**src/spq_pkg.sv**
```systemverilog
// Package with the shared constants, codes and control types of the sorted priority queue.
package spq_pkg;

  localparam int Depth = 16;
  localparam int CntW = $clog2(Depth + 1);
  localparam int DataW = 32;
  localparam int StatusW = 2;
  localparam int OccW = 5;

  localparam logic ActInsert = 1'b0;
  localparam logic ActRemove = 1'b1;

  localparam logic [StatusW-1:0] StInserted = 2'd0;
  localparam logic [StatusW-1:0] StRemoved = 2'd1;
  localparam logic [StatusW-1:0] StUnderflow = 2'd2;
  localparam logic [StatusW-1:0] StOverflow = 2'd3;

  typedef enum logic [1:0] {
    OP_NONE,
    OP_INSERT,
    OP_REMOVE
  } spq_op_e;

  typedef struct packed {
    logic load;
    spq_op_e op;
    logic [StatusW-1:0] code;
  } spq_cmd_t;

  typedef struct packed {
    logic empty;
    logic full;
  } spq_stat_t;

endpackage

```
**src/spq_if.sv**
```systemverilog
// Handshake interfaces for the request and result channels of the sorted priority queue.
interface spq_in_if;
  logic valid;
  logic ready;
  logic action;
  logic signed [spq_pkg::DataW-1:0] item_value;
  logic signed [spq_pkg::DataW-1:0] item_priority;

  modport source(output valid, action, item_value, item_priority, input ready);
  modport sink(input valid, action, item_value, item_priority, output ready);
endinterface

interface spq_out_if;
  logic valid;
  logic ready;
  logic [spq_pkg::StatusW-1:0] status;
  logic signed [spq_pkg::DataW-1:0] out_value;
  logic signed [spq_pkg::DataW-1:0] out_priority;
  logic [spq_pkg::OccW-1:0] occupancy;

  modport source(output valid, status, out_value, out_priority, occupancy, input ready);
  modport sink(input valid, status, out_value, out_priority, occupancy, output ready);
endinterface

```
**src/sorted_priority_queue.sv**
```systemverilog
// Top level of the sorted priority queue: controller and cell-row datapath.
// The result of a transfer is registered and presented in the cycle after it is accepted.
// Throughput: one item per cycle while results are taken; a row of compare-and-shift
// cells inserts or removes an entry.
// Reset: the asynchronous low reset empties the queue and drops any pending result.
module sorted_priority_queue (
  input  logic      clk_i,
  input  logic      rst_ni,
  spq_in_if.sink    in_i,
  spq_out_if.source out_o
);

  spq_pkg::spq_cmd_t cmd;
  spq_pkg::spq_stat_t stat;

  spq_ctrl u_ctrl (
    .clk_i       (clk_i),
    .rst_ni      (rst_ni),
    .in_valid_i  (in_i.valid),
    .in_action_i (in_i.action),
    .in_ready_o  (in_i.ready),
    .out_valid_o (out_o.valid),
    .out_ready_i (out_o.ready),
    .stat_i      (stat),
    .cmd_o       (cmd)
  );

  spq_datapath u_datapath (
    .clk_i           (clk_i),
    .rst_ni          (rst_ni),
    .cmd_i           (cmd),
    .stat_o          (stat),
    .item_value_i    (in_i.item_value),
    .item_priority_i (in_i.item_priority),
    .status_o        (out_o.status),
    .out_value_o     (out_o.out_value),
    .out_priority_o  (out_o.out_priority),
    .occupancy_o     (out_o.occupancy)
  );

endmodule

```
**src/spq_ctrl.sv**
```systemverilog
// Controller state machine that accepts requests and holds results until they are taken.
module spq_ctrl (
  input  logic                clk_i,
  input  logic                rst_ni,
  input  logic                in_valid_i,
  input  logic                in_action_i,
  output logic                in_ready_o,
  output logic                out_valid_o,
  input  logic                out_ready_i,
  input  spq_pkg::spq_stat_t  stat_i,
  output spq_pkg::spq_cmd_t   cmd_o
);

  localparam logic StIdle = 1'b0;
  localparam logic StHold = 1'b1;

  logic state_q, state_d;
  logic accept;

  assign in_ready_o = (state_q == StIdle) || out_ready_i;
  assign out_valid_o = (state_q == StHold);
  assign accept = in_valid_i && in_ready_o;

  always_comb begin
    cmd_o.load = accept;
    cmd_o.op = spq_pkg::OP_NONE;
    cmd_o.code = spq_pkg::StInserted;
    if (in_action_i == spq_pkg::ActInsert) begin
      if (stat_i.full) begin
        cmd_o.code = spq_pkg::StOverflow;
      end else begin
        cmd_o.op = accept ? spq_pkg::OP_INSERT : spq_pkg::OP_NONE;
        cmd_o.code = spq_pkg::StInserted;
      end
    end else begin
      if (stat_i.empty) begin
        cmd_o.code = spq_pkg::StUnderflow;
      end else begin
        cmd_o.op = accept ? spq_pkg::OP_REMOVE : spq_pkg::OP_NONE;
        cmd_o.code = spq_pkg::StRemoved;
      end
    end
  end

  always_comb begin
    state_d = state_q;
    if (accept) begin
      state_d = StHold;
    end else if (out_ready_i) begin
      state_d = StIdle;
    end
  end

  always_ff @(posedge clk_i or negedge rst_ni) begin
    if (!rst_ni) begin
      state_q <= StIdle;
    end else begin
      state_q <= state_d;
    end
  end

endmodule

```
**src/spq_datapath.sv**
```systemverilog
// Datapath with a sorted row of compare-and-shift cells and the result register.
module spq_datapath (
  input  logic                                  clk_i,
  input  logic                                  rst_ni,
  input  spq_pkg::spq_cmd_t                     cmd_i,
  output spq_pkg::spq_stat_t                    stat_o,
  input  logic signed [spq_pkg::DataW-1:0]      item_value_i,
  input  logic signed [spq_pkg::DataW-1:0]      item_priority_i,
  output logic [spq_pkg::StatusW-1:0]           status_o,
  output logic signed [spq_pkg::DataW-1:0]      out_value_o,
  output logic signed [spq_pkg::DataW-1:0]      out_priority_o,
  output logic [spq_pkg::OccW-1:0]              occupancy_o
);

  logic signed [spq_pkg::DataW-1:0] val_q [spq_pkg::Depth];
  logic signed [spq_pkg::DataW-1:0] pri_q [spq_pkg::Depth];
  logic signed [spq_pkg::DataW-1:0] val_d [spq_pkg::Depth];
  logic signed [spq_pkg::DataW-1:0] pri_d [spq_pkg::Depth];
  logic [spq_pkg::Depth-1:0] stay;
  logic [spq_pkg::CntW-1:0] count_q, count_d;
  logic [spq_pkg::CntW+spq_pkg::OccW-1:0] count_ext;

  logic [spq_pkg::StatusW-1:0] status_q;
  logic signed [spq_pkg::DataW-1:0] out_value_q, out_priority_q;
  logic [spq_pkg::OccW-1:0] occupancy_q;

  assign stat_o.empty = (count_q == '0);
  assign stat_o.full = (count_q == spq_pkg::CntW'(spq_pkg::Depth));

  // A cell keeps its entry when it is occupied and not ranked behind the new one.
  always_comb begin
    for (int k = 0; k < spq_pkg::Depth; k++) begin
      stay[k] = (spq_pkg::CntW'(k) < count_q) && (pri_q[k] <= item_priority_i);
    end
  end

  always_comb begin
    for (int k = 0; k < spq_pkg::Depth; k++) begin
      val_d[k] = val_q[k];
      pri_d[k] = pri_q[k];
    end
    count_d = count_q;
    unique case (cmd_i.op)
      spq_pkg::OP_INSERT: begin
        count_d = count_q + 1'b1;
        for (int k = 0; k < spq_pkg::Depth; k++) begin
          if (!stay[k]) begin
            if (k == 0) begin
              val_d[k] = item_value_i;
              pri_d[k] = item_priority_i;
            end else if (stay[k-1]) begin
              val_d[k] = item_value_i;
              pri_d[k] = item_priority_i;
            end else begin
              val_d[k] = val_q[k-1];
              pri_d[k] = pri_q[k-1];
            end
          end
        end
      end
      spq_pkg::OP_REMOVE: begin
        count_d = count_q - 1'b1;
        for (int k = 0; k < spq_pkg::Depth - 1; k++) begin
          val_d[k] = val_q[k+1];
          pri_d[k] = pri_q[k+1];
        end
      end
      default: begin
        count_d = count_q;
      end
    endcase
  end

  assign count_ext = {{spq_pkg::OccW{1'b0}}, count_d};

  always_ff @(posedge clk_i) begin
    for (int k = 0; k < spq_pkg::Depth; k++) begin
      val_q[k] <= val_d[k];
      pri_q[k] <= pri_d[k];
    end
    if (cmd_i.load) begin
      status_q <= cmd_i.code;
      occupancy_q <= count_ext[spq_pkg::OccW-1:0];
      if (cmd_i.op == spq_pkg::OP_REMOVE) begin
        out_value_q <= val_q[0];
        out_priority_q <= pri_q[0];
      end else begin
        out_value_q <= '0;
        out_priority_q <= '0;
      end
    end
  end

  always_ff @(posedge clk_i or negedge rst_ni) begin
    if (!rst_ni) begin
      count_q <= '0;
    end else begin
      count_q <= count_d;
    end
  end

  assign status_o = status_q;
  assign out_value_o = out_value_q;
  assign out_priority_o = out_priority_q;
  assign occupancy_o = occupancy_q;

endmodule
```
**src/flat_wrapper.sv**
```systemverilog
// flat-port wrapper written by rule: the top's interface ports become plain ports
module sorted_priority_queue_flat 
  (clk_i, rst_ni, in_i_valid, in_i_action, in_i_item_value, in_i_item_priority, in_i_ready, out_o_valid, out_o_status, out_o_out_value, out_o_out_priority, out_o_occupancy, out_o_ready);
  spq_in_if in_i_i ();
  spq_out_if out_o_i ();
  input  logic clk_i;
  input  logic rst_ni;
  input wire logic [$bits(in_i_i.valid)-1:0] in_i_valid;
  input wire logic [$bits(in_i_i.action)-1:0] in_i_action;
  input wire logic [$bits(in_i_i.item_value)-1:0] in_i_item_value;
  input wire logic [$bits(in_i_i.item_priority)-1:0] in_i_item_priority;
  output wire logic [$bits(in_i_i.ready)-1:0] in_i_ready;
  output wire logic [$bits(out_o_i.valid)-1:0] out_o_valid;
  output wire logic [$bits(out_o_i.status)-1:0] out_o_status;
  output wire logic [$bits(out_o_i.out_value)-1:0] out_o_out_value;
  output wire logic [$bits(out_o_i.out_priority)-1:0] out_o_out_priority;
  output wire logic [$bits(out_o_i.occupancy)-1:0] out_o_occupancy;
  input wire logic [$bits(out_o_i.ready)-1:0] out_o_ready;
  assign in_i_i.valid = in_i_valid;
  assign in_i_i.action = in_i_action;
  assign in_i_i.item_value = in_i_item_value;
  assign in_i_i.item_priority = in_i_item_priority;
  assign in_i_ready = in_i_i.ready;
  assign out_o_valid = out_o_i.valid;
  assign out_o_status = out_o_i.status;
  assign out_o_out_value = out_o_i.out_value;
  assign out_o_out_priority = out_o_i.out_priority;
  assign out_o_occupancy = out_o_i.occupancy;
  assign out_o_i.ready = out_o_ready;
  sorted_priority_queue u_core (.clk_i(clk_i), .rst_ni(rst_ni), .in_i(in_i_i), .out_o(out_o_i));
endmodule
```
**config.mk**
```make
export PLATFORM = sky130hd
export DESIGN_NAME = sorted_priority_queue_flat
export DESIGN_NICKNAME = d
export VERILOG_FILES = /design/src/spq_pkg.sv /design/src/spq_if.sv /design/src/sorted_priority_queue.sv /design/src/spq_ctrl.sv /design/src/spq_datapath.sv /design/src/flat_wrapper.sv
export SDC_FILE = /design/constraint.sdc
export NUM_CORES = 2
export LEC_CHECK = 0
export BUFFER_PORTS_ARGS = -buffer_cell sky130_fd_sc_hd__buf_2
export CORE_MARGIN = 2
export CORE_UTILIZATION = 55
export DETAILED_ROUTE_END_ITERATION = 8
export PLACE_DENSITY = 0.71
export SYNTH_ARGS = -nofsm -noshare
export SYNTH_HDL_FRONTEND = slang
export SYNTH_SLANG_ARGS = --single-unit
```
**constraint.sdc**
```tcl
create_clock -name clk_i -period 14.2 [get_ports clk_i]
set_input_delay 2.13 -clock clk_i [delete_from_list [all_inputs] [get_ports clk_i]]
set_output_delay 2.13 -clock clk_i [all_outputs]
set_load 0.05 [all_outputs]
```
==> flow_metrics.tcl <==
set metrics [dict create \
    setup_tns_ns 0 \
    io_buffer_count 141 \
    numCtsBuffers 119 \
    clkSlewWorstSetupHoldPaths_ns 0.06 \
    share_of_final_layout_standard_cells_stronger_than_drive_strength_1 0.0785 \
    cts_hold_repair.buffers 0 \
    syn-num-nets 6543 \
    grt_overflow_total 0 \
    io_pins 142 \
    ys.flop_type "edfxtp_1" \
    htree_num_levels 3 \
    floorplan.rows 125 \
    final_antenna_net_count 0 \
    design.final.nets 6498 \
    final_count_of_pins_violating_max_slew 0 \
    syn_to_final_growth_pct 9.12 \
    cts.repair_timing.setup_buffer_count 0 \
    post_synth_instance_area_um2 64500 \
    layout_setup_ws_ns 6.95 \
    post_cts_resize_count 0 \
    chipHeight_um 346 \
    timing.final.crit_share 0.510 \
    ys.warnings.count 0 \
    clock_insertion_delay_worst_skew_ns 0.75 \
    core_area_um2 116000 \
    root_cell_of_the_clock_tree "clkbuf_16" \
    power.static_leakage_nw 27.5 \
    critical_path_arrival_ns 7.59 \
    asyncSetResetFlopFracSynth 0.00545 \
    starting_density 0.555 \
    post_synth.cell_area_avg_um2 10.8 \
    first_global_vias 46200 \
    dieWidth_um 346 \
    synth_top_area_share 0.510 \
    min-delay-path-class "reg -> reg" \
    design_power_total_mw 13.2 \
    cts.sinks 1101 \
    remaining_drc_errors 0 \
    global_route.usage.total 0.311 \
    synth_largest_area_cell "edfxtp_1" \
    detailedPlacementHpwl_um 129000 \
    grt_pass1_wl_um 286000 \
    clock_tree_from_tritoncts "done" \
    ys_top_cells_by_area "edfxtp_1 51%, ha_1 10%, mux2i_1 9.3%, nand2_1 6.1%, o211ai_1 3.6%" \
    crit_slowest_cell "nor4_1" \
    drv_cap 0 \
    finalSetupViolCount 0 \
    vdd_ir_drop_max_mv 0.141 \
    worst_pin_slew_ns 1.42 \
    crit_end_category "register" \
    drt_pre_antenna_iters 6 \
    placed_cells 7317 \
    grt_setup_unrepaired "false" \
    place_worst_setup_slack_ns 6.40 \
    cpPeakStageDelay_ns 1.13 \
    worst_slew_margin_rel 0.0475 \
    critical_path.max_fanout 50 \
    path_cells "buf_2, inv_1, buf_4, ha_1, nand4_1, nor4_1, nor2_1, a21oi_1, a31o_4, inv_1, a21oi_4, buf_4" \
    portion_of_the_post_synthesis_area_used_by_sequential_elements 0.512 \
    synth_edf_count 1095 \
    timing.final.crit_period_ns 7.25 \
    grt_max_degree 282 \
    initial_drc_count 6653 \
    grt_antenna_before_repair 31 \
    cp-start-kind "input port" \
    routed_wire_length_per_instance_um 25.4 \
    yosysUniqueCellTypes 74 \
    routed-via-count 49100 \
    achievable-frequency_mhz 138 \
    routed_wl_um 192000 \
    syn_inst 5959 \
    required_ns 14.55 \
    final.setup_skew_ns 0.0397 \
    postSynthRegisterBits 1101 \
    place.gp.congestion 1.01 \
    power_density_nw_per_um2 188 \
    crit_type "in -> reg" \
    finalHoldViolations 0 \
    post_layout_nonfiller_instances 7549 \
    post-route-util 0.605 \
    ctsLongestPathBuffers 3 \
    route.detailed.vias_per_inst 6.50 \
    status "finished clean" \
    dieArea_um2 120000 \
]
[stage by stage]
step	instance area (um^2)	hold WS [ns]
2_1_floorplan	64500	0.509
3_3_place_gp	66300	0.510
3_5_place_dp	66300	0.523
4_1_cts	70300	0.543
5_1_grt	70300	0.567
6_report	70400	0.536
[routing by layer]
layer / part of all wire / global-route usage
met1: 0.42 / 0.441
met3: 0.098 / 0.0513
met4: 0.040 / 0.126
met5: 0.00071 / 0
met2: 0.44 / 0.475
[cell usage in the layout (no fill, tap or decap), types with 15 or more instances in the layout]
cell type  synthesis  layout
mux2_4            20      20
a21o_1            66      66
nor2_1           147     140
o21ai_1          432     431
clkinv_1           0      21
nor4_1            15      15
mux2i_1          597     597
ha_1             515     515
a21oi_1          302     294
clkbuf_1         261      23
inv_1             74      73
nor3_1            18      18
buf_2             89     141
bufinv_16          0      16
nor2b_1           22      22
o211ai_1         309     309
edfxtp_1        1095    1095
and2_1            66      66
o21ai_0          189     189
nand4_1          113     113
clkbuf_16          0     119
buf_4             16      84
clkinv_2           0      30
nand2_1         1048    1045
nand3_1          348     346
a211oi_1          21      21
[path summary, 6_finish.rpt]
check                                              endpoint                           from  slack [ns]  cells past startpoint
setup / recovery             u_core.u_datapath.val_q[1][47]         in_i_item_priority[31]        6.95                     12
min in group asynchronous      u_core.u_datapath.count_q[1]                         rst_ni        1.27                      1
max in group asynchronous         u_core.u_ctrl.out_valid_o                         rst_ni       12.71                      1
hold reg to reg            u_core.u_datapath.out_value_o[3]  u_core.u_datapath.val_q[0][3]        0.54                      1
hold / removal             u_core.u_datapath.out_value_o[3]  u_core.u_datapath.val_q[0][3]        0.54                      1
setup reg to reg             u_core.u_datapath.val_q[1][22]   u_core.u_datapath.count_q[1]        8.59                     11
[state kept, by name (all words and copies together), names as in the netlist]
register and cells:
u_core.u_datapath.status_o 2, u_core.u_datapath.pri_q 512, u_core.u_datapath.out_priority_o 32, u_core.u_datapath.occupancy_o 5, u_core.u_datapath.count_q 5, u_core.u_datapath.out_value_o 32
u_core.u_ctrl.out_valid_o 1, u_core.u_datapath.val_q 512
[power by group]
part           internal, mW  total [mW]  switching, mW
combinational          1.72        4.67           2.95
sequential             4.78        5.34          0.552
clock                  1.84        3.20           1.37
total                  8.34        13.2           4.87
[cells in the mapped netlist (6+ instances only)]
cell type  count
or3_1          6
o21ai_0      189
nor4_1        15
o221ai_1      11
buf_1         15
o21a_1        11
a2111oi_0      6
a221oi_1      10
buf_4         16
o21ai_1      432
nand4_1      113
nor2_1       147
a31oi_1        6
nor3_1        18
mux2_1        13
mux2_4        20
and2_1        66
a21o_1        66
clkbuf_1     261
nand2_1     1048
and4_1         8
a21oi_1      302
nand3_1      348
mux2i_1      597
a211oi_1      21
buf_6         10
inv_1         74
nor2b_1       22
dfrtp_1        6
edfxtp_1    1095
o211ai_1     309
nand2b_1       6
buf_2         89
ha_1         515
[worst max-delay path, delay by kind of cell]
family	cells	cell delay (ns)
buf+inv	5	1.72
compound gates	3	1.62
simple gates	3	1.48
fa+ha+maj	1	0.51
[cell families after synthesis]
logic type	synth area share
adder cells (fa/ha/maj)	0.0999
AO/OA/AOI/OAI	0.131
flip-flops	0.512
multiplexers	0.0996
XOR/XNOR	0.000543
AND/OR/NAND/NOR	0.124
buffers and inverters	0.0321
[layout make-up]
type                       count  area, um^2
tap                         1524        1910
inverter                      74         279
clock buffer                 142        3060
sequential                  1101       33000
clock inverter                78         911
multi-input combinational   4388       29700
antenna                       12        30.0
fill                        9410       45900
timing repair buffer         230        1440
(Power assumes the default switching activity.)
